[src/rtl/core/spr_pkg.sv]
// shared types and constants of the shortest path relaxation block
package spr_pkg;

	localparam int DIST_W   = 48;
	localparam int WEIGHT_W = 32;
	localparam int NODE_W   = 6;
	localparam int NCOUNT_W = 7;
	localparam int ADDR_W   = 3;
	localparam int DATA_W   = 32;

	localparam logic [NCOUNT_W-1:0] NODE_COUNT_RST  = 7'd64;
	localparam logic [NODE_W-1:0]   SOURCE_NODE_RST = 6'd0;

	typedef logic [0:0] reg_idx_t;
	localparam reg_idx_t REG_NODE_COUNT  = 1'b0;
	localparam reg_idx_t REG_SOURCE_NODE = 1'b1;

	typedef struct packed {
		logic [NCOUNT_W-1:0] node_count;
		logic [NODE_W-1:0]   source_node;
	} cfg_t;

	typedef struct packed {
		logic [NODE_W-1:0]          from_node;
		logic [NODE_W-1:0]          to_node;
		logic signed [WEIGHT_W-1:0] weight;
	} edge_rec_t;

endpackage

[src/rtl/core/spr_apb_regs.sv]
// apb configuration registers: node count and source node
module spr_apb_regs (
	input  logic                        clk,
	input  logic                        arst_n,
	input  logic                        psel,
	input  logic                        penable,
	input  logic                        pwrite,
	input  logic [spr_pkg::ADDR_W-1:0]  paddr,
	input  logic [spr_pkg::DATA_W-1:0]  pwdata,
	output logic [spr_pkg::DATA_W-1:0]  prdata,
	output logic                        pready,
	output spr_pkg::cfg_t               cfg
);
	import spr_pkg::*;

	cfg_t     cfg_q;
	reg_idx_t idx;
	logic     wr;

	assign idx    = paddr[2];
	assign wr     = psel && penable && pwrite;
	assign pready = 1'b1;
	assign cfg    = cfg_q;

	always_ff @(posedge clk or negedge arst_n) begin
		if (!arst_n) begin
			cfg_q.node_count  <= NODE_COUNT_RST;
			cfg_q.source_node <= SOURCE_NODE_RST;
		end else if (wr) begin
			case (idx)
				REG_NODE_COUNT:  cfg_q.node_count  <= pwdata[NCOUNT_W-1:0];
				REG_SOURCE_NODE: cfg_q.source_node <= pwdata[NODE_W-1:0];
				default: ;
			endcase
		end
	end

	always_comb begin
		case (idx)
			REG_NODE_COUNT:  prdata = DATA_W'(cfg_q.node_count);
			REG_SOURCE_NODE: prdata = DATA_W'(cfg_q.source_node);
			default:         prdata = '0;
		endcase
	end

endmodule

[config.mk]
export PLATFORM = sky130hd
export DESIGN_NAME = spr_apb_regs
export DESIGN_NICKNAME = d
export VERILOG_FILES = /design/src/rtl/core/spr_pkg.sv /design/src/rtl/core/spr_apb_regs.sv
export SDC_FILE = /design/constraint.sdc
export NUM_CORES = 1
export LEC_CHECK = 0
export BUFFER_PORTS_ARGS = -buffer_cell sky130_fd_sc_hd__buf_4
export CAP_MARGIN = 25
export CORE_ASPECT_RATIO = 0.7
export CORE_UTILIZATION = 36
export DETAILED_ROUTE_END_ITERATION = 10
export PLACE_DENSITY_LB_ADDON = 0.1
export SETUP_SLACK_MARGIN = 0.2
export SLEW_MARGIN = 20
export SYNTH_ARGS = -nofsm -noshare
export SYNTH_HDL_FRONTEND = slang
export SYNTH_SLANG_ARGS = --single-unit
[constraint.sdc]
create_clock -name clk -period 1.45 [get_ports clk]
set_input_delay 0.145 -clock clk [delete_from_list [all_inputs] [get_ports clk]]
set_output_delay 0.145 -clock clk [all_outputs]
set_load 0.01 [all_outputs]
# After elaboration in Yosys (flattened, before gate mapping)

Cells that the tools add are included.

Mux-type cells: 1
Bitwise gates (word level): 1
Reductions and logical operators: 4

Operator list:

| kind              | number |
|---|---|
| $pmux 32 s2       | 1 |
| $reduce_and 2->1  | 2 |
| $logic_and 1x1->1 | 2 |
| $not 1->1         | 1 |

Flip-flop bits (word level): 13
Input bits: 40
Output and inout port bits: 46
Word-level logic and storage cells: 8

# Depth between registers and ports, before layout

Gate-level depths: netlist of the first run.

Depth after elaboration: 3
Mapped depth: 3
Depth with buffers taken out: 2

# Least setup slack after synthesis of the first run

No wires, ideal clock.

Path type: flip-flop to output port
Start: register cfg_q, in the netlist cfg[12]
End: output prdata[6] in the netlist's numbering
Arrival: 755 ps
Data required time: 1305 ps
Slack: 550 ps
Cell stages (with the launch flop): 2
Path buffers: 0
Cells stage by stage: dfstp_2 -> nor2b_1

Word-level cells in the longest chain between the ends: 1

Ends and longest elaborated chain:

| element     | RTL line           | text |
|---|---|---|
| from (decl) | spr_apb_regs.sv:16 | `cfg_t cfg_q;` |
| $pmux 32 s2 | spr_apb_regs.sv:39 | `case (idx)` |
| to (decl)   | spr_apb_regs.sv:10 | `output logic [spr_pkg::DATA_W-1:0] prdata,` |

Every way passes these cells. The select of a mux whose other input is x is not followed.

# Final worst setup path of the first run

Start: register cfg_q, in the netlist cfg[9]
End: output prdata[3] in the netlist's numbering

Same word-level chain as after synthesis.

==> results of run 1 <==
layout make-up:
type | instances | area, um2
tap | 30 | 37.5
timing repair buffer | 39 | 314
sequential | 13 | 327
fill | 169 | 891
clock buffer | 4 | 26.3
multi-input combinational | 48 | 373
routing by layer:
layer	wire, um	track usage [%]
met5	0	0
met4	0	7.14
met3	133	4.63
met2	608	19.3
met1	679	15.0
where the power goes:
part           switching (W)  total, W  leakage (nW)  internal (W)
clock               0.000114  0.000220        0.0150      0.000106
combinational       0.000218  0.000568         0.406      0.000350
sequential         0.0000553  0.000503         0.155      0.000447
total               0.000387   0.00129         0.575      0.000904
cell families (layout without fill, tap and decap cells):
kind of cell  count (synthesis)  count (layout)  share of synthesized area [%]
buf+inv                      27              43                           25.9
flops                        13              13                           41.0
other cells                   2              26                          0.942
simple gates                  3               3                           5.34
mux                          19              19                           26.8
worst max-delay path: cells and delay by family (launching register included):
kind | cells | cell delay (ps)
buffers and inverters | 1 | 120
DFF | 1 | 400
muxes | 1 | 280
through the flow:
stage / area, um2 / util (%) / setup slack (ps) / hold slack (ps) / power [W]
2_1_floorplan: 887 / - / 550 / -151 / 0.000776
3_3_place_gp: 958 / 48.7 / 413 / -1.86 / 0.000965
3_5_place_dp: 958 / 48.7 / 412 / 0.153 / 0.000973
4_1_cts: 995 / 50.5 / 213 / 101 / 0.00120
5_1_grt: 1080 / 54.7 / 186 / 93.9 / 0.00137
6_report: 1080 / 54.7 / 226 / 110 / 0.00129
cells in the mapped netlist, drive strengths merged:
library cell,count
buf,27
mux2,19
dfrtp,12
conb,2
dfstp,1
nand4,1
nand4b,1
nor2b,1
path summary, 6_finish.rpt:
kind                             end  slack (ps)  depth (start not counted)      start
min reg2reg                   cfg[4]         540                          1     cfg[4]
min                          cfg[12]         110                          2  pwdata[6]
max reg2reg                   cfg[1]         560                          2     cfg[1]
max                        prdata[3]         230                          2     cfg[9]
max in group asynchronous    cfg[12]         970                          2     arst_n
min in group asynchronous     cfg[9]         250                          2     arst_n
repair_timing:
item | 4_1_cts | 5_1_grt
hold buffers | 1 | 0
setup buffers | 0 | 6
hold endpoints to repair | 13 | 0
gates resized for setup | 0 | 10
endpoints found under the setup margin | 0 | 6
==> results.yml, run 1 <==
routing:
  via_count: 525
  drt_iter0_drc: 10
  wl_um: 1420
  vias_per_cell: 3.92
  avgRoutedWirePerCell_um: 10.6
  firstDrtPassIters: 2
  drc: 0
  ant_nets: 0
global_route:
  overflow: 0
  antenna_found_initial: 0
  grt_usage_pct: 12.3
  grt_pass1_vias: 431
  grt_max_degree: 14
  grt_pass1_wl_um: 1990
clocking:
  cts.path.max_buffers: 2
  htree_levels: 1
  clkLatencyLatePin_ps: 270
  clkTransAtPathRegs_ps: 80
  cts_num_sinks: 13
  root_buffer: "clkbuf_4"
  cts-buffers-inserted: 3
  cts_tree: "yes"
job:
  max-cap-violations: 0
logic_synthesis:
  ys_seq_area_share_pct: 41.0
  avgSynthCellArea_um2: 12.5
  ys_seq_elements: 13
  yosysTopAreaCellShare_pct: 37.7
  ys_types: 9
  synth_top_cell_by_area: "dfrtp_1"
  synthTopCellsByArea: "dfrtp_1 38%, mux2_2 27%, buf_4 24%"
  yosysWarnings: 0
  syn_inst: 64
  netlist_area_um2: 797
critical_path:
  required_ps: 1310
  crit_type: "reg2out"
  slowest_stage: "dfrtp_1"
  worst_ep_arrival_time_ps: 1080
  critPathMaxStageDelay_ps: 400
  cp-end-kind: "output pin"
  startpoint_type: "register"
  path_cells: "mux2_4 -> buf_6"
  critPathMaxFanout: 3
timing:
  finalSetupTns_ps: 0
  finalMaxSlewViolations: 0
  rsz0062_at_grt: "true"
  max_freq_ghz: 0.817
  hold_viol: 0
  fin_crit_sh_pct: 84.4
  setup_violations: 0
  layout_min_cycle_time_ps: 1220
  finClkSkew_ps: 0
floorplanning:
  row_count: 13
  start_util_pct: 40.5
  die_w_um: 58.2
  die-height_um: 41.4
  ios: 86
  coreArea_um2: 1970
  dieArea_um2: 2410
final_layout:
  antenna_cells: 0
  final_common_cell: "buf_4"
  fin_nets: 145
  largest_reg_flops: 13
  final_layout_size_suffix_gt1_share_pct: 60.6
  mostFrequentLayoutCells: "33 x buf_4, 26 x conb_1, 14 x mux2_2"
  final_cells: 134
  syn2layout_area_growth_pct: 35.2
place:
  dp_hpwl_um: 1030
  portBuffers: 32
  dp.cells: 123
  place.gp.congestion: 0.570
power:
  leakagePower_nw: 0.575
  vdd_ir_drop_max_mv: 0.501
  power.density_nw_per_um2: 1200
hold_path:
  hp-class: "in2reg"
status:
  status: "finished clean"
No activity file was read; power rests on OpenSTA's default activity.
==> run 2, diff against run 1 <==
--- a/config.mk
+++ b/config.mk
@@ -8,7 +8,7 @@
 export BUFFER_PORTS_ARGS = -buffer_cell sky130_fd_sc_hd__buf_4
 export CAP_MARGIN = 25
 export CORE_ASPECT_RATIO = 0.7
-export CORE_UTILIZATION = 36
+export CORE_UTILIZATION = 31
 export DETAILED_ROUTE_END_ITERATION = 10
 export PLACE_DENSITY_LB_ADDON = 0.1
 export SETUP_SLACK_MARGIN = 0.2
==> constraint.sdc (replaced) <==
create_clock -name clk -period 1.1 [get_ports clk]
set_input_delay 0.11 -clock clk [delete_from_list [all_inputs] [get_ports clk]]
set_output_delay 0.11 -clock clk [all_outputs]
set_load 0.01 [all_outputs]
==> run 2 against run 1 <==
The flow now finishes with violations (negative setup slack). Die area grew 15%. Sequential power grew 35%. Clock skew is the same. Global-route usage grew 0.11 points. Hold slack lost 42 ps. Final cell count grew 6.0%. Count of clock-buffer cells in the layout shrank 1. Sequential share of layout area shrank 4.3 points. Final area grew 17%. Utilization grew 0.48 points. Largest cell class is now non-clock buffers.
==> results.yml, run 2 (synthesis results as in run 1) <==
power:
  leakagePower_nw: 0.676
  p_seq_share_pct: 33.7
  internal_power_w: 0.00141
  p_sw_w: 0.000595
  vdd_ir_drop_max_mv: 0.762
  p_sw_share_pct: 29.7
  pwr-share-comb_pct: 51.7
  p_clk_share_pct: 14.6
  power.total_w: 0.00201
  power.density_nw_per_um2: 1600
place:
  place.gp.congestion: 0.641
  placed_cell_area_um2: 961
  dp_hpwl_um: 1090
  portBuffers: 32
global_route:
  grt_max_degree: 14
  grt_usage_pct: 12.4
  grt_pass1_wl_um: 2530
  antenna_found_initial: 0
  overflow: 0
  grt_pass1_vias: 493
clocking:
  cts-buffers-inserted: 3
  clkTransAtPathRegs_ps: 80
  root_buffer: "clkbuf_4"
  cts_num_sinks: 13
  cts_tree: "yes"
  clkLatencyLatePin_ps: 270
  htree_levels: 1
  cts.path.max_buffers: 2
floorplanning:
  ios: 86
  coreArea_um2: 2280
  dieArea_um2: 2780
  die-height_um: 44.4
  row_count: 14
  start_util_pct: 35.0
  die_w_um: 62.6
status:
  status: "complete, but fails checks"
  violations: "negative setup slack"
final_layout:
  antenna_cells: 0
  syn2layout_area_growth_pct: 57.8
  largest_reg_flops: 13
  final_common_cell: "buf_6"
  fillerInstances: 212
  fin_nets: 151
  mostFrequentLayoutCells: "31 x buf_6, 26 x conb_1, 13 x buf_4"
  final_layout_size_suffix_gt1_share_pct: 64.5
  post-route-cell-area_um2: 1260
routing:
  avgRoutedWirePerCell_um: 12.3
  ant_nets: 0
  drt_iter0_drc: 6
  vias_per_cell: 3.87
  via_count: 549
  wl_um: 1750
  firstDrtPassIters: 2
  drc: 0
timing:
  finalSetupTns_ps: -616
  hold_viol: 0
  setup_violations: 7
  fin_ws_ps: -110
  fin_crit_sh_pct: 110
  finClkSkew_ps: 0
  layout_min_cycle_time_ps: 1210
  rsz0062_at_grt: "true"
  whs_ps: 67.9
  max_freq_ghz: 0.827
  finalMaxSlewViolations: 0
critical_path:
  worst_ep_arrival_time_ps: 1100
  path_cells: "nor2b_4 -> buf_6"
  required_ps: 990
  cp-end-kind: "output pin"
  slowest_stage: "dfstp_2"
  critPathMaxStageDelay_ps: 570
  cp_num_buf_inv: 1
  startpoint_type: "register"
  crit_type: "reg2out"
  critPathMaxFanout: 3
  cpLargestDelayFamily: "flip-flops"
hold_path:
  hp-class: "in2reg"
job:
  max-cap-violations: 0
[run 2: cell count changes in the layout (fill, tap and decap cells not counted)]
cell and delta:
buf_6 +26, buf_4 -20, mux2_2 -7, mux2_4 +7, clkbuf_1 -1, clkinv_2 +1, nor2b_1 -1, nor2b_4 +1
[run 2: metrics by stage]
stage | setup WS, ps | util, % | cells
2_1_floorplan | 235 | - | 88
3_3_place_gp | 98.8 | 42.2 | 125
3_5_place_dp | 97.6 | 42.2 | 125
4_1_cts | -95.2 | 52.4 | 142
5_1_grt | -143 | 55.2 | 142
6_report | -110 | 55.2 | 142
[run 2: layer usage]
layer | vias up | GRT usage [%] | share of wire (%)
met5 | - | 0 | 0
met4 | 0 | 1.40 | 0
met3 | 0 | 5.41 | 8.6
met2 | 34 | 18.9 | 45
met1 | 260 | 16.7 | 47
li1 | 255 | - | -
[run 2: what timing repair did]
action	CTS	global route
hold buffers	1	0
setup endpoints to repair	20	27
endpoints found under the hold margin	13	0
buffers inserted	12	0
resized for setup	28	16
[run 2: path summary, 6_finish.rpt]
kind / from / endpoint / slack, ps / cells after the start
setup / recovery: cfg[12] / prdata[6] / -110 / 2
hold / removal: pwdata[3] / cfg[3] / 70 / 2
setup reg to reg: cfg[8] / cfg[8] / 210 / 2
hold reg to reg: cfg[10] / cfg[10] / 630 / 2
max in group asynchronous: arst_n / cfg[12] / 640 / 2
min in group asynchronous: arst_n / cfg[1] / 220 / 2
[run 2: power groups by stage]
stage               combinational (W)  clock (W)  sequential, W
floorplan                    0.000309          0       0.000713
global placement             0.000602          0       0.000672
detailed placement           0.000608          0       0.000676
CTS                          0.000949   0.000310       0.000663
global route                  0.00110   0.000328       0.000688
finish                        0.00104   0.000292       0.000677
[run 2: final cells by class]
class	instances	area, um2	area share [%]
sequential	13	327	26.0
clock inverter	1	5.00	0.398
timing repair buffer	45	457	36.3
clock buffer	3	22.5	1.79
multi-input combinational	48	407	32.3
tap	32	40.0	3.18
