===== config.mk =====
export PLATFORM = sky130hd
export DESIGN_NAME = spr_ram
export DESIGN_NICKNAME = d
export VERILOG_FILES = /design/src/rtl/core/spr_ram.sv
export SDC_FILE = /design/constraint.sdc
export NUM_CORES = 1
export LEC_CHECK = 0
export ABC_CLOCK_PERIOD_IN_PS = 3400
export CELL_PAD_IN_SITES_DETAIL_PLACEMENT = 1
export CELL_PAD_IN_SITES_GLOBAL_PLACEMENT = 2
export CORE_ASPECT_RATIO = 0.75
export CORE_MARGIN = 5
export CORE_UTILIZATION = 50
export CTS_BUF_LIST = sky130_fd_sc_hd__clkbuf_16
export CTS_CLUSTER_DIAMETER = 100
export CTS_CLUSTER_SIZE = 25
export DETAILED_ROUTE_END_ITERATION = 7
export DONT_BUFFER_PORTS = 1
export GPL_TIMING_DRIVEN = 0
export PLACE_DENSITY_LB_ADDON = 0.1
export RECOVER_POWER = 100
export SLEW_MARGIN = 5
export SYNTH_ARGS = -nofsm -noshare
export SYNTH_HDL_FRONTEND = slang
export SYNTH_SLANG_ARGS = --single-unit

===== constraint.sdc =====
create_clock -name clk -period 3.4 [get_ports clk]
set_input_delay 1.02 -clock clk [delete_from_list [all_inputs] [get_ports clk]]
set_output_delay 1.02 -clock clk [all_outputs]
set_load 0.01 [all_outputs]

===== src/rtl/core/spr_ram.sv =====
// generic single write port ram with registered read
module spr_ram #(
	parameter int WIDTH = 8,
	parameter int DEPTH = 16,
	localparam int AW = (DEPTH > 1) ? $clog2(DEPTH) : 1
) (
	input  logic             clk,
	input  logic             we,
	input  logic [AW-1:0]    waddr,
	input  logic [WIDTH-1:0] wdata,
	input  logic [AW-1:0]    raddr,
	output logic [WIDTH-1:0] rdata
);

	logic [WIDTH-1:0] mem [DEPTH];

	always_ff @(posedge clk) begin
		if (we) begin
			mem[waddr] <= wdata;
		end
		rdata <= mem[raddr];
	end

endmodule


Yosys cells after proc, flatten, opt, wreduce, memory -nomap -nowiden --
Memory sizes are Yosys's and may differ from the RTL's. A register that Yosys moved wholly into a read port is not among the register bits. Index checks and enable logic that the tools add are counted.
Storage, ports and cells: output and inout port bits 8, input port bits 18, bits in registers 0, word-level logic and storage cells 3, memories 1, memory bits (writable) 128
Cells by class: muxes and demuxes 2
Memories:
- mem | words 16, bits a word 8, read ports 1, clocked after memory_dff 1, wr ports 1, RTL line 15 | logic [WIDTH-1:0] mem [DEPTH];
Operators by type and width (number):
- 2-to-1 mux 1 bit | 2

Depth between registers and ports, before layout --
Gate-level depths: netlist (run 1).
word-level depth 2, mapped depth 5, depth with buffers taken out 3

Worst setup path before layout (run 1) --
Ideal clock, no wire load.
path kind input -> register, start point in waddr[2], end point mem mem[0][0], enable pin, library setup time 0.383 ns, arrival 2.130 ns, slack 0.887 ns, required time 3.017 ns, stages 2, path buffers 0, cell sequence or3b_2 -> nor3_1
RTL lines:
- from (decl) | RTL line 9 | input logic [AW-1:0] waddr,
- to (decl) | RTL line 15
Straight into the memory's write port.

Worst setup path in the final report (run 1) --
start point in waddr[2], end point mem mem[0][1], enable pin
Straight into the memory's write port.

==> results of run 1 <==
## power by group through the flow
stage | Sequential [µW] | Clock, µW | Combinational [µW]
2_1_floorplan | 1920 | 0 | 95.1
3_3_place_gp | 1930 | 0 | 124
3_5_place_dp | 1930 | 0 | 128
4_1_cts | 1900 | 1910 | 130
5_1_grt | 1900 | 2010 | 137
6_report | 1890 | 1880 | 127
## cell type report
| type | count | area, µm² |
|---|---|---|
| clock inverter | 15 | 184 |
| fill | 847 | 4250 |
| multi-input combinational | 83 | 1060 |
| tap | 136 | 170 |
| clock buffer | 17 | 425 |
| sequential | 136 | 4000 |
| buffer | 10 | 82.6 |
## cells in the mapped netlist (all sizes together)
master,n
a22oi,16
and2,1
and2b,1
buf,7
clkdlybuf4s25,3
dfxtp,8
edfxtp,128
mux4,32
nand2,9
nand2b,2
nand3,1
nand3b,2
nor2,13
nor2b,1
nor3,4
or3b,1
## how the worst max path moves through the flow
stage	start	endpoint	slack (ps)	depth (start not counted)
after floorplan	waddr[2]	mem[0][0]	890	2
after global placement	waddr[2]	mem[0][1]	270	2
after detailed placement	waddr[3]	mem[4][7]	600	2
after CTS	waddr[3]	mem[4][1]	1020	2
after global routing	waddr[2]	mem[0][1]	570	2
final	waddr[2]	mem[0][1]	630	2
## layer usage
metal | global-route usage (%) | share of wire (%) | up-vias
met1 | 25.6 | 45 | 1239
met3 | 7.76 | 6.6 | 7
met2 | 27.6 | 48 | 73
met5 | 0 | 0 | -
met4 | 4.12 | 0.66 | 0
li1 | - | - | 1011
## registers in the layout, indices dropped and copies added, names as in the netlist
signal,flops
mem,128
rdata,8
## per-stage QoR
stage / total power (µW) / hold WS, ps / cell area, µm²
final: 3900 / 677 / 5920
after global routing: 4040 / 669 / 5920
after CTS: 3930 / 680 / 5930
after detailed placement: 2060 / 668 / 5320
after global placement: 2050 / 663 / 5320
after floorplan: 2020 / 629 / 5150
## cell families after synthesis
family	after synthesis	share of synthesized area, %
compound gates	16	2.33
buf+inv	10	1.68
simple gates	35	3.18
mux	32	15.0
flops	136	77.8
==> run_results.csv, run 1 <==
group,metric,value,unit
timing,finalCritPeriodShare,81.3,%
clock_tree,post-cts-setup-buffer-count,0,
worst_setup_path,worstSetupPathType,"in -> reg",
worst_setup_path,rrSetupSlack,2010,ps
finish,fin_cells,397,
finish,areaGrowthSynthToFinish,15.1,%
worst_setup_path,cp_max_fo,8,
global_routing,grt_use_total,18.5,%
timing,fmax,362,MHz
worst_hold_path,hp-class,"reg -> reg",
timing,fin_ws,634,ps
finish,antenna-diode-count,0,
clock_tree,root_buffer,"clkbuf_16",
pwr,seq_power_share,48.5,%
placed_design,place_ws,605,ps
pwr,switching_power,754,µW
placed_design,port_buffers,0,
floorplanning,ios,26,
logic_synthesis,synth_nets,247,
logic_synthesis,synthCells,229,
logic_synthesis,yosys.area.top_type,"edfxtp_1",
finish,post-route-util,58.2,%
global_routing,grt_start_max_net_pins,17,
floorplanning,rows,32,
timing,worst_pin_slew,1630,ps
drt,drt_iter0_markers,240,
floorplanning,die_w,127,µm
timing,slew_violations,9,
logic_synthesis,ys_warn_count,0,
global_routing,grt_first_pass_wirelength,16.3,mm
clock_tree,cts.clk_slew.worst_paths,60,ps
clock_tree,clk_latency,410,ps
worst_setup_path,r2r_end,"rdata[7]",
worst_setup_path,crit_chain,"or3b_2, nor3_1",
clock_tree,hold_buffers,0,
worst_hold_path,hold_end,"rdata[0]",
outcome,violations,"capacitance limit, slew limit",
floorplanning,initial_core_util,50.6,%
timing,rsz0062_at_grt,"false",
finish,drive_gt1_share,21.5,%
finish,layout_common_cells,"edfxtp_1 (128), mux4_2 (18), clkbuf_16 (17)",
drt,drt-total-wl,10.5,mm
logic_synthesis,synthTopCellsByArea,"edfxtp_1 (75%), mux4_2 (7.9%), mux4_1 (7.1%)",
global_routing,grt-ovfl-total,0,
clock_tree,clkSinkCount,136,
worst_setup_path,r2r-start,"mem[3][7]",
worst_setup_path,worst_setup_path_end_kind,"flop",
pwr,power.share.combinational,3.3,%
worst_hold_path,whs_path_depth,3,
outcome,status,"finished with violations",
clock_tree,cts_buffers,17,
pwr,p_leak,0.00192,µW
logic_synthesis,ys_types,19,
global_routing,grt_pass1_vias,2616,
logic_synthesis,yosysSeqAreaShare,77.8,%
logic_synthesis,syn_area_per_cell,22.5,µm²
worst_hold_path,hold_path_startpoint,"mem[7][0]",
placed_design,gp_congestion,0.742,
timing,fin_tns_setup,0,ps
placed_design,dp.cells,365,
worst_setup_path,cp_slowest_cell,"nor3_1",
run,maxCapViolCount,2,
worst_setup_path,cp_num_buf_inv,0,
global_routing,antenna_found_initial,0,
timing,hold_viol,0,
timing,setup_viol,0,
timing,clock_skew,5.85,ps
floorplanning,die-area,0.0124,mm²
drt,drc,0,
worst_setup_path,cp-start-kind,"input pin",
finish,nNetsFinal,266,
worst_setup_path,crit_arrival,2770,ps
pwr,sw_frac_of_total,19.3,%
logic_synthesis,synth_seq_cells,136,
floorplanning,die_h,97.9,µm
worst_setup_path,required,3410,ps
pwr,max-vdd-ir-drop,0.481,mV
timing,fin_crit,2770,ps
drt,dr.pass1.iters,4,
timing,max-slew-margin-rel,-9.75,%
drt,wire_per_inst,26.5,µm
worst_setup_path,reg2reg_depth,3,
drt,ant_nets,0,
clock_tree,clk_path_buf_depth,2,
clock_tree,cts_tree,"done",
placed_design,hpwlAfterDp,6.82,mm
clock_tree,htree_levels,4,
logic_synthesis,synth_area,0.00515,mm²
drt,vias_per_cell,5.87,
clock_tree,cts_resized,0,
pwr,p_int,3150,µW
worst_setup_path,crit_path_max_incr_delay,1240,ps
pwr,powerDensity,659,mW/mm²
finish,final_common_cell,"edfxtp_1",
worst_setup_path,critical_path.top_delay_family,"simple AND/OR/NAND/NOR gates",
logic_synthesis,synth_top_area_share,74.7,%
drt,num_vias,2330,
floorplanning,core,0.0102,mm²
pwr,p_clk_share,48.2,%
Power figures use the tool's default switching activity.
==> run 2: changes to the inputs <==
ABC_CLOCK_PERIOD_IN_PS = 2850   (was 3400)
clock period = 2.85 ns   (was 3.4 ns; I/O delays follow)
==> run_results.csv, run 2 (same netlist as run 1, synthesis figures left out) <==
group,metric,value,unit
global_routing,grt_pass1_vias,2616,
worst_hold_path,hp-class,"in -> reg",
finish,stdcell_area,0.00593,mm²
clock_tree,hold_buffers,0,
clock_tree,clk_path_buf_depth,2,
global_routing,grt_use_total,18.5,%
drt,num_vias,2335,
clock_tree,clk_latency,410,ps
finish,layout_common_cells,"edfxtp_1 (128), mux4_2 (18), clkbuf_16 (17)",
timing,finalCritPeriodShare,80.9,%
finish,drive_gt1_share,21.8,%
finish,areaGrowthSynthToFinish,15.2,%
floorplanning,rows,32,
timing,clock_skew,5.96,ps
timing,max-slew-margin-rel,1.57,%
clock_tree,cts_resized,0,
clock_tree,htree_levels,4,
clock_tree,root_buffer,"clkbuf_16",
timing,worst_pin_slew,1470,ps
drt,ant_nets,0,
floorplanning,initial_core_util,50.6,%
timing,rsz0062_at_grt,"false",
floorplanning,die_w,127,µm
worst_setup_path,cp-start-kind,"input pin",
drt,drt-total-wl,10.5,mm
finish,final_common_cell,"edfxtp_1",
placed_design,dpl_cell_area,0.00532,mm²
timing,slew_violations,0,
drt,drt_iter0_markers,238,
clock_tree,cts.clk_slew.worst_paths,60,ps
outcome,violations,"capacitance limit",
clock_tree,cts_tree,"done",
timing,hold_viol,0,
global_routing,grt-ovfl-total,0,
worst_setup_path,cp_max_fo,10,
run,maxCapViolCount,1,
drt,vias_per_cell,5.88,
clock_tree,clkSinkCount,136,
pwr,finalPower,4660,µW
outcome,status,"finished with violations",
floorplanning,die_h,97.9,µm
drt,wire_per_inst,26.5,µm
placed_design,port_buffers,0,
drt,drc,0,
worst_setup_path,crit_arrival,2590,ps
worst_setup_path,worstSetupPathType,"in -> reg",
floorplanning,die-area,0.0124,mm²
finish,nNetsFinal,266,
pwr,p_leak,0.00192,µW
clock_tree,cts_buffers,17,
finish,multi_input_area,0.00106,mm²
worst_setup_path,worst_setup_path_end_kind,"flop",
finish,antenna-diode-count,0,
finish,regMostFlops,"mem",
pwr,powerDensity,786,mW/mm²
floorplanning,ios,26,
worst_setup_path,required,3130,ps
timing,fmax,434,MHz
floorplanning,core,0.0102,mm²
pwr,max-vdd-ir-drop,0.571,mV
global_routing,antenna_found_initial,0,
global_routing,grt_start_max_net_pins,17,
timing,fin_crit,2310,ps
finish,ff_latch_area,0.00400,mm²
finish,fillCellCount,846,
global_routing,grt_first_pass_wirelength,16.3,mm
timing,setup_viol,0,
placed_design,gp_congestion,0.742,
placed_design,hpwlAfterDp,6.82,mm
drt,dr.pass1.iters,6,
finish,reg_top3,"mem: 128 flops, rdata: 8 flops",
finish,largest_reg_flops,128,
clock_tree,post-cts-setup-buffer-count,0,
-- run 2: where the power goes --
group	switching, µW	internal [µW]
clock network	797	1450
registers	21.6	2240
logic	81.3	71.4
total	900	3760
-- run 2: routing by layer --
layer  track usage, %  part of all wire, %  up-vias
met5                0                    0        -
met4             4.12                 0.75        0
met3             7.76                  8.8        9
met2             27.6                   47       97
met1             25.6                   43     1218
li1                 -                    -     1011
-- run 2: cell type report --
type                            count  share of cell area [%]
Buffer                             10                    1.39
Clock buffer                       17                    7.18
Clock inverter                     15                    3.10
Multi-Input combinational cell     83                    17.9
Sequential cell                   136                    67.5
Tap cell                          136                    2.87
-- run 2: final timing paths --
kind | end | startpoint | depth (start not counted) | slack [ps]
worst max-delay path | rdata[4] | raddr[0] | 5 | 540
worst min-delay path | mem[12][6] | wdata[6] | 0 | 540
worst max register to register | rdata[7] | mem[3][7] | 3 | 1450
worst min register to register | rdata[0] | mem[7][0] | 3 | 670
-- run 2: worst max-delay path, cell delays in order --
cell and delay [ps]:
buf_6 100, clkbuf_1 680, mux4_2 610, a22oi_1 240
nand2_1 100
-- run 2: stage by stage --
stage	TNS, ps	worst slack, ps	std cells	hold WS (ps)	utilization (%)
after floorplan	0	502	229	629	-
after global placement	-909	-115	365	663	52.3
after detailed placement	0	220	365	668	52.3
after CTS	0	630	397	522	58.3
after global routing	0	372	397	504	58.3
final	0	545	397	536	58.3
==> run 3: changes to the inputs <==
ABC_AREA = 1   (was default)
ABC_CLOCK_PERIOD_IN_PS = 2000   (was 2850)
CORE_UTILIZATION = 38   (was 50)
clock period = 2 ns   (was 2.85 ns; I/O delays follow)
==> run_results.csv, run 3 <==
group,metric,value,unit
logic_synthesis,syn_area_per_cell,10.5,µm²
clock_tree,clkSinkCount,136,
drt,dr.pass1.iters,4,
logic_synthesis,synth_seq_cells,136,
timing,slew_violations,0,
timing,hold_viol,0,
worst_setup_path,required,2290,ps
floorplanning,core,0.0151,mm²
finish,antenna-diode-count,0,
outcome,status,"complete, no violations",
placed_design,place_ws,-33.2,ps
finish,drive_gt1_share,9.09,%
clock_tree,cts_tree,"done",
worst_setup_path,crit_arrival,2020,ps
logic_synthesis,yosys.area_share.simple,21.0,%
timing,fin_crit,1730,ps
timing,rsz0062_at_grt,"false",
logic_synthesis,synth_common_cells,"nand2_1 (173), edfxtp_1 (128), inv_1 (100)",
finish,nNetsFinal,588,
floorplanning,ios,26,
pwr,finalPower,6450,µW
logic_synthesis,synthTopCellsByArea,"edfxtp_1 (67%), nand2_1 (11%), nand3_1 (8.4%)",
finish,final_common_cell,"nand2_1",
placed_design,port_buffers,0,
logic_synthesis,synth_top_area_share,66.7,%
clock_tree,hold_buffers,0,
clock_tree,htree_levels,4,
logic_synthesis,synthCells,551,
pwr,powerDensity,984,mW/mm²
clock_tree,clk_path_buf_depth,2,
finish,post-route-util,43.5,%
finish,fillCellCount,1668,
placed_design,gp_congestion,0.780,
drt,drt-total-wl,16.8,mm
worst_setup_path,startpoint,"raddr[0]",
clock_tree,cts_buffers,17,
finish,ff_latch_area,0.00400,mm²
drt,num_vias,3786,
floorplanning,die_h,117,µm
logic_synthesis,synthXorXnorAreaFrac,0,%
logic_synthesis,ys.flop_type,"edfxtp_1",
logic_synthesis,synthMuxAreaShare,0,%
timing,clock_skew,8.08,ps
worst_hold_path,hp-class,"in -> reg",
pwr,p_leak,0.00279,µW
worst_setup_path,cp-start-kind,"input pin",
clock_tree,root_buffer,"clkbuf_16",
logic_synthesis,synth_nets,569,
timing,max-slew-margin-rel,24.4,%
placed_design,dpl_cell_area,0.00602,mm²
drt,wire_per_inst,21.3,µm
drt,ant_nets,0,
logic_synthesis,yosys.area.top_type,"edfxtp_1",
floorplanning,initial_core_util,38.2,%
drt,drc,0,
timing,setup_viol,0,
floorplanning,rows,39,
global_routing,grt-ovfl-total,0,
logic_synthesis,synth_most_common_cell,"nand2_1",
worst_setup_path,worst_setup_path_end_kind,"flop",
clock_tree,cts_resized,0,
drt,vias_per_cell,4.80,
finish,multi_input_area,0.00121,mm²
logic_synthesis,ys_types,12,
finish,largest_reg_flops,128,
global_routing,grt_use_total,19.8,%
logic_synthesis,synth_compound_area_share,0,%
global_routing,antenna_found_initial,0,
clock_tree,cts.clk_slew.worst_paths,60,ps
timing,fin_hold_ws,268,ps
worst_setup_path,r2r-start,"mem[15][4]",
run,maxCapViolCount,0,
global_routing,grt_first_pass_wirelength,24.9,mm
logic_synthesis,ys_warn_count,0,
global_routing,grt_pass1_vias,3822,
logic_synthesis,yosys.area_share.adder,0,%
worst_setup_path,worstSetupPathType,"in -> reg",
finish,areaGrowthSynthToFinish,13.8,%
clock_tree,clk_latency,420,ps
worst_hold_path,hold_path_startpoint,"wdata[2]",
clock_tree,post-cts-setup-buffer-count,0,
pwr,max-vdd-ir-drop,0.631,mV
finish,stdcell_area,0.00656,mm²
logic_synthesis,yosysSeqAreaShare,69.4,%
timing,finalCritPeriodShare,86.6,%
finish,layout_common_cells,"nand2_1 (173), edfxtp_1 (128), inv_1 (102)",
global_routing,grt_start_max_net_pins,17,
placed_design,hpwlAfterDp,11.3,mm
logic_synthesis,synth_top_family_by_area,"simple AND/OR/NAND/NOR gates",
floorplanning,die_w,152,µm
drt,drt_iter0_markers,315,
logic_synthesis,synth_edf_count,128,
timing,fin_ws,268,ps
finish,regMostFlops,"mem",
floorplanning,die-area,0.0178,mm²
timing,fmax,577,MHz
logic_synthesis,synth_area,0.00577,mm²
worst_setup_path,cp_max_fo,10,
finish,reg_top3,"mem: 128 flops, rdata: 8 flops",
timing,worst_pin_slew,1130,ps
logic_synthesis,ys_async_sr_fraction,0,%
==> run 3: cell count changes in the layout (fill, tap and decap cells not counted), moves of 4 or more <==
| cell | change |
|---|---|
| a22oi_1 | -16 |
| buf_2 | +9 |
| nand2_1 | +164 |
| inv_1 | +102 |
| buf_4 | +4 |
| mux4_2 | -18 |
| nor2_1 | +4 |
| mux4_1 | -14 |
| nand3_1 | +96 |
| clkinv_2 | +5 |
==> run 3: final cells by class <==
class	count	area share, %
Sequential cell	136	61.0
Multi-Input combinational cell	289	18.5
Clock buffer	17	6.48
Inverter	102	5.84
Tap cell	205	3.91
Buffer	24	2.52
Clock inverter	15	1.72
==> run 3: cell families after synthesis <==
group         count (synthesis)
simple gates                289
flops                       136
buf+inv                     126
==> run 3: stage by stage <==
stage / setup TNS [ps] / std cells
CTS: 0 / 788
global route: 0 / 788
global placement: 0 / 756
floorplan: 0 / 551
finish: 0 / 788
detailed placement: -504 / 756
==> run 3: worst paths after layout <==
check          endpoint  slack, ps  cells after the start
max            rdata[5]        270                      7
max reg2reg    rdata[4]        880                      6
min          mem[15][2]        270                      0
min reg2reg    rdata[1]        710                      6
==> run 3: worst max-delay path: stages <==
cell,delay [ps]
inv_1,250
clkbuf_1,570
nand2_1,110
nand3_1,130
nand3_1,110
nand3_1,120
nand2_1,110
==> run 3: report_power, final <==
group / switching (µW) / total (µW) / internal, µW
combinational: 253 / 354 / 100
sequential: 27.5 / 3220 / 3190
clock: 1200 / 2880 / 1680
total: 1480 / 6450 / 4970
==> run 3: metal layers <==
metal / vias up / part of all wire (%) / wire (µm) / track usage, %
met5: - / 0 / 0 / 0
met4: 0 / 1.7 / 288 / 7.66
met3: 20 / 4.6 / 774 / 4.63
met2: 86 / 41 / 6910 / 28.1
met1: 1866 / 53 / 8840 / 29.4
li1: 1814 / - / - / -
