**src/rtl/core/spr_pkg.sv**
```systemverilog
// shared types and constants of the shortest path relaxation block
package spr_pkg;

	localparam int DIST_W   = 48;
	localparam int WEIGHT_W = 32;
	localparam int NODE_W   = 6;
	localparam int NCOUNT_W = 7;
	localparam int ADDR_W   = 3;
	localparam int DATA_W   = 32;

	localparam logic [NCOUNT_W-1:0] NODE_COUNT_RST  = 7'd64;
	localparam logic [NODE_W-1:0]   SOURCE_NODE_RST = 6'd0;

	typedef logic [0:0] reg_idx_t;
	localparam reg_idx_t REG_NODE_COUNT  = 1'b0;
	localparam reg_idx_t REG_SOURCE_NODE = 1'b1;

	typedef struct packed {
		logic [NCOUNT_W-1:0] node_count;
		logic [NODE_W-1:0]   source_node;
	} cfg_t;

	typedef struct packed {
		logic [NODE_W-1:0]          from_node;
		logic [NODE_W-1:0]          to_node;
		logic signed [WEIGHT_W-1:0] weight;
	} edge_rec_t;

endpackage

```
**src/rtl/core/spr_relax_unit.sv**
```systemverilog
// saturating candidate adder and improvement compare shared by all edge visits
module spr_relax_unit (
	input  logic signed [spr_pkg::DIST_W-1:0]   dist_a,
	input  logic signed [spr_pkg::WEIGHT_W-1:0] weight,
	output logic signed [spr_pkg::DIST_W-1:0]   cand,
	input  logic signed [spr_pkg::DIST_W-1:0]   cand_in,
	input  logic signed [spr_pkg::DIST_W-1:0]   dist_b,
	input  logic                                reached_b,
	output logic                                improve
);
	import spr_pkg::*;

	localparam int SUM_W = DIST_W + 1;

	logic signed [SUM_W-1:0] sum;

	always_comb begin
		sum = SUM_W'(dist_a) + SUM_W'(weight);
		// clamp to the signed 48 bit range
		if (sum[SUM_W-1] != sum[SUM_W-2]) begin
			cand = sum[SUM_W-1] ? {1'b1, {(DIST_W-1){1'b0}}} : {1'b0, {(DIST_W-1){1'b1}}};
		end else begin
			cand = sum[DIST_W-1:0];
		end
	end

	assign improve = !reached_b || (dist_b > cand_in);

endmodule

```
**config.mk**
```make
export PLATFORM = sky130hd
export DESIGN_NAME = spr_relax_unit
export DESIGN_NICKNAME = d
export VERILOG_FILES = /design/src/rtl/core/spr_pkg.sv /design/src/rtl/core/spr_relax_unit.sv
export SDC_FILE = /design/constraint.sdc
export NUM_CORES = 1
export LEC_CHECK = 0
export ABC_CLOCK_PERIOD_IN_PS = 3900
export BUFFER_PORTS_ARGS = -buffer_cell sky130_fd_sc_hd__clkbuf_2
export CAP_MARGIN = 20
export CORE_ASPECT_RATIO = 0.8
export CORE_MARGIN = 2
export CORE_UTILIZATION = 40
export DETAILED_ROUTE_END_ITERATION = 7
export GPL_ROUTABILITY_DRIVEN = 0
export PLACE_DENSITY_LB_ADDON = 0.05
export SYNTH_ARGS = -nofsm -noshare
export SYNTH_HDL_FRONTEND = slang
export SYNTH_SLANG_ARGS = --single-unit
```
**constraint.sdc**
```tcl
create_clock -name vclk -period 3.9
set_input_delay 0 -clock vclk [all_inputs]
set_output_delay 0 -clock vclk [all_outputs]
set_load 0.02 [all_outputs]
```
# Yosys cells after proc, flatten, opt, wreduce, memory -nomap -nowiden
# Index checks and enable logic that the tools add are counted.
# W data, S select, Z words.
classes:
  n_addsub: 1
  n_reduce_logical: 2
  order_cmp: 1
  n_eq_ne: 1
  muxes: 2
ops:
  columns: ["op", "n"]
  rows:
  - ["$mux W48", 2]
  - ["$add A48 B32 Y49", 1]
  - ["$gt A48 B48 Y1", 1]
  - ["$logic_not A1 Y1", 1]
  - ["$logic_or A1 B1 Y1", 1]
  - ["$ne A1 B1 Y1", 1]
word_totals:
  input_bits: 177
  elab_cells: 7
  output_inout_bits: 49
  regBits: 0

# Logic depth before layout (Yosys ltp)
# Gate-level depths: netlist of the first run.
depth:
  depth_word: 3
  depth_mapped: 14

# Least setup slack after synthesis of the first run
# No wires, ideal clock.
synth_path:
  kind: "input-to-output"
  start: "input port dist_a[0] (netlist bit)"
  end: "output port cand[44] (netlist bit)"
  arrival_ns: 2.665
  cell_stages: 13
  path_slack_ns: 1.235
  required_time_ns: 3.900
  cell_sequence: "ha_1 inv_1 fa_1 nor2b_1 o2111ai_1 a31oi_1 nand3_1 o21ai_0 o31a_1 a31o_2 buf_2 nor2_2 o41ai_2"
synth_between:
  elab_chain_cells: 3
synth_rtl:
  columns: ["item", "line", "text"]
  rows:
  - ["from (decl)", "spr_relax_unit.sv:3", "input logic signed [spr_pkg::DIST_W-1:0] dist_a,"]
  - ["$add A48 B32 Y49 (*)", "spr_relax_unit.sv:18", "sum = SUM_W'(dist_a) + SUM_W'(weight);"]
  - ["$mux W48 or $ne A1 B1 Y1 (tied branches)", "spr_relax_unit.sv:21, spr_relax_unit.sv:20", null]
  - ["$mux W48 (*)", "spr_relax_unit.sv:20", "if (sum[SUM_W-1] != sum[SUM_W-2]) begin"]
  - ["to (decl)", "spr_relax_unit.sv:5", "output logic signed [spr_pkg::DIST_W-1:0] cand,"]
# Every way passes the cells marked *; elsewhere a longest branch is shown, timed or not.

# Worst setup path in the final report of the first run
layout_path:
  start: "input port dist_a[0] (netlist bit)"
  end: "output port cand[21] (netlist bit)"
# Same word-level chain as after synthesis.

==> results of run 1 <==
-- logic make-up (layout without fill, tap and decap cells) --
family	after synthesis	count (layout)
adder cells (fa/ha/maj)	99	99
AO/OA/AOI/OAI	254	254
XOR/XNOR	44	44
AND/OR/NAND/NOR	168	168
buffers and inverters	87	292
-- placed cells by master (no fill, tap or decap), types with 2 or more instances in the layout --
cell / count
nor2_1: 39
nand2b_1: 5
xnor2_1: 27
a21oi_1: 103
o21ai_1: 13
maj3_1: 2
o211ai_1: 3
a22oi_1: 3
a21o_1: 35
o21bai_1: 9
nand3_1: 9
xor2_1: 17
nand4_1: 27
and4_1: 3
a21boi_0: 4
or2_2: 9
or3_1: 2
nand2_1: 44
ha_1: 96
o21ai_2: 3
o22a_1: 2
nor4_1: 4
a211oi_1: 7
o21a_1: 8
o21ai_0: 38
inv_1: 65
and3_1: 4
a31oi_1: 7
nor3_1: 6
clkbuf_2: 226
and2_1: 3
nor2b_1: 9
o31ai_1: 3
-- worst min-delay path: stages --
cell      delay, ns
clkbuf_2       0.10
nand2_1        0.05
nor2_1         0.08
a21oi_1        0.07
clkbuf_2       0.15
-- timing repair --
action                                  in CTS  in global routing
gates resized for setup                      0                  1
hold buffers                                 0                  0
endpoints found under the setup margin       0                 16
hold endpoints to repair                     0                  0
-- layout make-up --
class / instances / area [um2]
fillers: 1156 / 5145
multi-input cells: 565 / 4043
repair buffers: 227 / 1151
inverters: 65 / 244.0
well taps: 144 / 180.2
-- stage by stage --
| step | worst slack, ns | cells | cell area [um2] | total power (uW) | hold WS [ns] |
|---|---|---|---|---|---|
| floorplan | 1.235 | 652 | 4373 | 822.6 | 0.2570 |
| global placement | 0.5712 | 1001 | 5613 | 1184 | 0.4302 |
| detailed placement | 0.4111 | 1001 | 5613 | 1197 | 0.4454 |
| CTS | 0.3766 | 1001 | 5613 | 1205 | 0.4453 |
| global route | 0.2685 | 1001 | 5618 | 1335 | 0.4604 |
| finish | 0.6065 | 1001 | 5618 | 1209 | 0.4476 |
-- path summary, 6_finish.rpt --
path  cells after the start       from       end
max                      14  dist_a[0]  cand[21]
min                       5  reached_b   improve
-- power breakdown --
group          internal, uW  switching, uW
clock                     0              0
sequential                0              0
combinational           472            737
-- per-layer routing --
layer  vias up  routed length (um)  share of wire (%)  track usage, %
met5         -                   0                  0               0
met4         0                 159                1.1           2.952
met3        18                1072                7.7           2.171
met2       224                6027                 43           37.90
met1      2369                6633                 48           31.30
li1       2799                   -                  -               -
==> summary.txt, run 1 <==
====================================================================================
Fraction of the yosys area taken by sequential cells                              0%
Cell with the most instances on the worst path                              clkbuf_2
Top achievable clock speed                                                0.3036 GHz
Adder and majority gate portion of the synthesized area                       28.38%
Post-route DRC                                                                     0
Area growth from synthesis to layout                                          28.47%
Post-synthesis instance total                                                    652
Crit-path leading delay family                                          compound AO/OA/AOI/OAI gates
Residual overflow from global routing                                              0
Synthesized-area fraction occupied by and/or/nand/nor cells                   19.17%
Global routing usage summed across all routing layers                         22.40%
Count of different cell masters after synthesis                                   55
Max VDD drop                                                               0.1433 mV
Leading cell types by total area after synthesis                        ha_1 27%, a21oi_1 12%, a21o_1 6.0%, inv_1 5.6%, xnor2_1 5.4%
Outcome                                                                 finished clean
Cell-by-cell trace of the critical path                                 clkbuf_2, ha_1, inv_1, fa_1, nor2b_1, o2111ai_1, a31oi_1, nand3_1, o21ai_0, o31a_1, a31o_2, nand2_4, a21oi_1, clkbuf_2
Parity-gate share of the synthesized area counting xor and xnor cells         8.813%
Die Outline Area                                                          11,790 um2
Seq Cell Count                                                                     0
Dominant combinational cell family by area after synthesis              compound AO/OA/AOI/OAI gates
Number of routed nets with antenna violations                                      0
Vias in the first global route                                                 5,103
Max transition margin                                                         47.54%
Antenna violations before repair                                                   0
Boundary pin count                                                               226
Hold Fails Final Rpt                                                               0
Largest net degree at the start of global routing                                 45
Worst Setup Start Kind                                                  primary input
Std-Cell Core Area                                                        10,760 um2
Critical path buffer and inverter count                                            3
Maximum net fanout on the critical path                                           44
Number of port buffers                                                           226
Critical path class                                                     primary input to output port
Detailed router's first-iteration violation count                                365
Count of final max-slew check failures                                             0
Share of the clock period used by the worst path after layout                 84.45%
Chip Height                                                                 97.52 um
Power per Cell Area                                                     215.2 nW/um2
Dominant cell by count in the synthesized netlist                            a21oi_1
Post-layout net count                                                          1,133
Most frequent cells after synthesis                                     103 x a21oi_1, 96 x ha_1, 65 x inv_1
Post-CTS Repair Setup Buffers                                                      0
Area of the mapped netlist                                                  4373 um2
Share of post-route cells with drive strength above 1                         28.82%
Detailed-router iteration count before antenna repair                              5
Measured slew at the worst slew-check pin                                  0.7802 ns
Clock buffer cells                                                                 0
Portion of netlist area occupied by mux cells                                     0%
Via-to-Cell Ratio                                                              5.405
Post-Route Setup TNS                                                            0 ns
Routed WL                                                                  13,890 um
Highest-delay cell along the critical path                                   o21ai_0
Wire length of the first global-routing pass                               22,580 um
Initial cell density of the core                                              40.63%
Worst Path Arrival                                                           3.29 ns
Post-synthesis compound-gate area fraction                                    35.85%
DIE WIDTH                                                                   120.9 um
Data required, critical path                                                 3.90 ns
Number of antenna diodes                                                           0
Post-layout minimum cycle time                                              3.294 ns
Storage element area                                                           0 um2
Library cell occupying the most area in the post-synthesis netlist              ha_1
RSZ-0062 raised after global routing                                           false
Average wire length per cell after detail routing                           13.88 um
Vias after detailed routing                                                    5,410
Final setup viols                                                                  0
Longest individual stage delay on the worst path                             0.43 ns
Post-synth top area share                                                     27.47%
Leakage power figure                                                     0.003094 uW
Site row count                                                                    34
Mapped Avg Cell Area                                                       6.707 um2
Number of max-capacitance violations reported                                      0
Hold Crit Class                                                         primary input to output port
Net count after synthesis                                                        926
Post-layout util                                                              52.20%
CP endpoint kind                                                         output port
Detailed Place HPWL                                                        12,140 um
Synthesis Warnings                                                                 0
====================================================================================
Note: power is estimated with default switching activity, not from simulation.
==> run 2, diff against run 1 <==
Settings changed: ABC_CLOCK_PERIOD_IN_PS 3900 to 3200.
Clock period 3.9 ns to 3.2 ns, I/O delays scaled along.
==> run 2 against run 1 <==
Effect of this change:
- via count up 0.87%
- core utilization grew 0.93 points
- die area unchanged
- sequential cell count is the same
- worst hold slack got worse by 0.0093 ns
- first-iteration DRC count is 31% lower
- critical path depth is the same
- largest cell class unchanged
- design area up 1.8%
- non-clock buffer count up 13
==> summary.txt, run 2 (synthesis results as in run 1) <==
============================================================================
Outcome                                                         finished clean
Post-Route Setup TNS                                                    0 ns
Final setup viols                                                          0
Antenna violations before repair                                           0
Clock buffer cells                                                         0
Crit-path leading delay family                                  compound AO/OA/AOI/OAI gates
Vias in the first global route                                         5,289
Worst Path Arrival                                                   3.01 ns
Number of routed nets with antenna violations                              0
Wire length of the first global-routing pass                       23,000 um
Worst Setup Start Kind                                          primary input
Routed WL                                                          14,070 um
Highest-delay cell along the critical path                              ha_1
Hold Fails Final Rpt                                                       0
Seq Cell Count                                                             0
Fill cell count                                                        1,124
Vias after detailed routing                                            5,457
Die Outline Area                                                  11,790 um2
Largest net degree at the start of global routing                         28
DIE WIDTH                                                           120.9 um
Boundary pin count                                                       226
Initial cell density of the core                                      40.63%
Maximum net fanout on the critical path                                   27
Share of the clock period used by the worst path after layout         94.01%
Logic depth of the worst path, buffers included                           14
Commonest cells after routing, fill and taps aside              226 x clkbuf_2, 103 x a21oi_1, 96 x ha_1, 65 x inv_1, 44 x nand2_1
Site row count                                                            34
Final Hold Slack                                                   0.4383 ns
Data required, critical path                                         3.20 ns
Total design power                                                   1504 uW
Leakage power figure                                             0.003149 uW
Longest individual stage delay on the worst path                     0.42 ns
Commonest non-fill, non-tap cell in the layout                      clkbuf_2
Count of final max-slew check failures                                     0
Measured slew at the worst slew-check pin                          0.5722 ns
Post-layout net count                                                  1,147
Detailed-router iteration count before antenna repair                      5
Number of cells on the worst hold path                                     5
Storage element area                                                   0 um2
Detailed router's first-iteration violation count                        253
Post-route DRC                                                             0
Max VDD drop                                                       0.1802 mV
Std-Cell Core Area                                                10,760 um2
Global routing usage summed across all routing layers                 22.58%
Critical path class                                             primary input to output port
CP endpoint kind                                                 output port
Number of max-capacitance violations reported                              0
Power per Cell Area                                             263.1 nW/um2
Number of port buffers                                                   226
Non-filler instance count after layout                                 1,015
Residual overflow from global routing                                      0
RSZ-0062 raised after global routing                                   false
Post-layout util                                                      53.13%
Via-to-Cell Ratio                                                      5.376
Max transition margin                                                 61.51%
Post-layout minimum cycle time                                      3.008 ns
Chip Height                                                         97.52 um
Area growth from synthesis to layout                                  30.76%
Cell-by-cell trace of the critical path                         clkbuf_2, ha_1, nand2_1, a211o_1, a31oi_1, a21o_2, o21ai_2, o2111a_1, a311oi_4, buf_4, nand2_2, buf_4, a21oi_1, clkbuf_2
Share of post-route cells with drive strength above 1                 30.20%
Hold Crit Class                                                 primary input to output port
Hold_buf cts                                                               0
Average wire length per cell after detail routing                   13.86 um
Critical path buffer and inverter count                                    4
Detailed Place HPWL                                                12,290 um
Top achievable clock speed                                        0.3324 GHz
Total instance count after detailed placement                          1,013
Number of antenna diodes                                                   0
============================================================================
-- run 2: cell count changes in the layout (fill, tap and decap cells not counted), sizes merged --
| cell | before | now |
|---|---|---|
| nor2 | 40 | 41 |
| buf | 1 | 14 |
-- run 2: final timing paths --
path / startpoint / endpoint / slack [ns]
worst max-delay path: dist_a[10] / cand[43] / 0.19
worst min-delay path: reached_b / improve / 0.44
-- run 2: repair_timing --
action | 4_1_cts | 5_1_grt
endpoints found under the setup margin | 0 | 12
endpoints found under the hold margin | 0 | 0
buffers inserted | 0 | 1
resized for setup | 0 | 3
-- run 2: layout make-up --
type | instances | area [um2] | area share [%]
Multi-Input combinational cell | 566 | 4058 | 70.96
Tap cell | 144 | 180.2 | 3.151
Timing Repair Buffer | 240 | 1236 | 21.62
Inverter | 65 | 244.0 | 4.267
-- run 2: power by group --
group / internal [uW] / switching [uW] / leakage (uW) / total [uW]
sequential: 0 / 0 / 0 / 0
combinational: 596 / 908 / 0.00315 / 1500
clock: 0 / 0 / 0 / 0
total: 596 / 908 / 0.00315 / 1500
-- run 2: metrics by stage --
step	cell area [um2]	setup slack [ns]
3_3_place_gp	5690	0.2514
3_5_place_dp	5690	0.2357
6_report	5718	0.1915
2_1_floorplan	4373	0.5345
4_1_cts	5690	0.2115
5_1_grt	5718	0.003364
-- run 2: per-layer routing --
metal | part of all wire [%] | wire, um | global-route usage, % | vias to the layer above
met1 | 48 | 6775 | 31.96 | 2413
met4 | 1.5 | 210 | 3.220 | 0
met2 | 43 | 6079 | 38.20 | 211
li1 | - | - | - | 2815
met5 | 0 | 0 | 0 | -
met3 | 7.1 | 1003 | 1.350 | 18
==> run 3, diff against run 2 <==
Settings changed: ABC_CLOCK_PERIOD_IN_PS 3200 to 3400.
Clock period 3.2 ns to 3.4 ns, I/O delays scaled along.
==> run 3 against run 2 <==
Effect of this change:
- wire length grew 1.6%
- design area shrank 1.4%
- global-route usage grew 0.65 points
- final cell count shrank 0.89%
- via count grew 0.13%
- sequential share of layout area is the same
- die area is the same
- core utilization shrank 0.74 points
- power shrank 7.1%
- combinational power shrank 7%
- clock-buffer cell count is the same
- worst setup slack gained 0.12 ns
- largest cell class unchanged
==> summary.txt, run 3 (synthesis results as in run 1) <==
============================================================================
Outcome                                                         finished clean
Vias in the first global route                                         5,230
Number of antenna diodes                                                   0
Share of post-route cells with drive strength above 1                 29.23%
Commonest cells after routing, fill and taps aside              226 x clkbuf_2, 103 x a21oi_1, 96 x ha_1, 65 x inv_1, 44 x nand2_1
Wire length of the first global-routing pass                       23,460 um
Max VDD drop                                                       0.1769 mV
Post-CTS Repair Setup Buffers                                              0
Chip Height                                                         97.52 um
Top achievable clock speed                                        0.3241 GHz
Global routing usage summed across all routing layers                 23.22%
Count of final max-slew check failures                                     0
Source of the worst hold timing path                               reached_b
Worst Path Arrival                                                   3.09 ns
Worst Setup Start Kind                                          primary input
Area growth from synthesis to layout                                  28.93%
Maximum net fanout on the critical path                                   43
Die Outline Area                                                  11,790 um2
Post-route DRC                                                             0
Resized Gates After CTS                                                    0
Total design power                                                   1397 uW
Routed WL                                                          14,300 um
Antenna violations before repair                                           0
Post-layout minimum cycle time                                      3.085 ns
Data required, critical path                                         3.40 ns
Number of routed nets with antenna violations                              0
Hold Fails Final Rpt                                                       0
Largest net degree at the start of global routing                         44
Cell-by-cell trace of the critical path                         clkbuf_2, ha_1, inv_1, fa_1, nor2b_1, o2111ai_1, a31oi_1, nand3_1, o21ai_0, o31a_1, a31o_2, nor2_4, buf_4, a21oi_1, clkbuf_2
Detailed router's first-iteration violation count                        279
Residual overflow from global routing                                      0
Via-to-Cell Ratio                                                      5.431
Number of port buffers                                                   226
Post-layout net count                                                  1,138
Crit-path leading delay family                                  compound AO/OA/AOI/OAI gates
Post-place instance area                                            5638 um2
Power per Cell Area                                             247.8 nW/um2
Detailed Place HPWL                                                12,500 um
Site row count                                                            34
Measured slew at the worst slew-check pin                          0.7043 ns
Hold_buf cts                                                               0
Final setup viols                                                          0
Post-route setup slack                                             0.3148 ns
Commonest non-fill, non-tap cell in the layout                      clkbuf_2
Highest-delay cell along the critical path                              fa_1
Initial cell density of the core                                      40.63%
Cell with the most instances on the worst path                      clkbuf_2
Vias after detailed routing                                            5,464
Number of max-capacitance violations reported                              0
Worst setup slack after placement                                  0.3458 ns
Longest individual stage delay on the worst path                     0.39 ns
Max transition margin                                                 53.04%
DIE WIDTH                                                           120.9 um
Hold Crit Class                                                 primary input to output port
RSZ-0062 raised after global routing                                   false
Share of the clock period used by the worst path after layout         90.74%
Critical path buffer and inverter count                                    4
Post-layout util                                                      52.38%
Detailed-router iteration count before antenna repair                      5
Clock buffer cells                                                         0
Final standard cell area without fillers                            5638 um2
Post-Route Setup TNS                                                    0 ns
Endpoint with the worst hold slack                                   improve
Leakage power figure                                             0.003111 uW
Storage element area                                                   0 um2
Std-Cell Core Area                                                10,760 um2
Seq Cell Count                                                             0
Number of cells on the worst hold path                                     5
Average wire length per cell after detail routing                   14.21 um
CP endpoint kind                                                 output port
Boundary pin count                                                       226
Critical path class                                             primary input to output port
============================================================================
run 3: cell count changes in the layout (fill, tap and decap cells not counted), sizes merged:
cell	before	now
buf	14	6
nor2	41	40
run 3: report_power, final:
group / total (uW) / switching (uW) / leakage, uW / internal [uW]
sequential: 0 / 0 / 0 / 0
clock: 0 / 0 / 0 / 0
combinational: 1400 / 851 / 0.00311 / 547
total: 1400 / 851 / 0.00311 / 547
run 3: area by class of cell:
| cell class | count | area (um2) |
|---|---|---|
| multi-input combinational | 565 | 4038 |
| tap | 144 | 180.2 |
| inverter | 65 | 244.0 |
| fill | 1129 | 5125 |
| timing repair buffer | 232 | 1176 |
run 3: per-layer routing:
layer	vias up	track usage [%]	part of all wire, %
met2	189	39.28	44
met4	0	3.220	1.3
met3	16	1.232	6.7
met5	-	0	0
li1	2811	-	-
met1	2448	33.02	48
run 3: per-stage QoR:
stage | hold WS, ns | instances
CTS | 0.4559 | 1006
global route | 0.4835 | 1006
finish | 0.4486 | 1006
floorplan | 0.2570 | 652
global placement | 0.4320 | 1006
detailed placement | 0.4495 | 1006
run 3: worst max-delay path by stage:
stage | start | end | cells past startpoint
3_3_place_gp | weight[31] | cand[7] | 13
5_1_grt | dist_a[20] | cand[3] | 13
6_report | dist_a[0] | cand[5] | 15
4_1_cts | weight[31] | cand[4] | 13
3_5_place_dp | weight[31] | cand[4] | 13
2_1_floorplan | dist_a[0] | cand[44] | 13
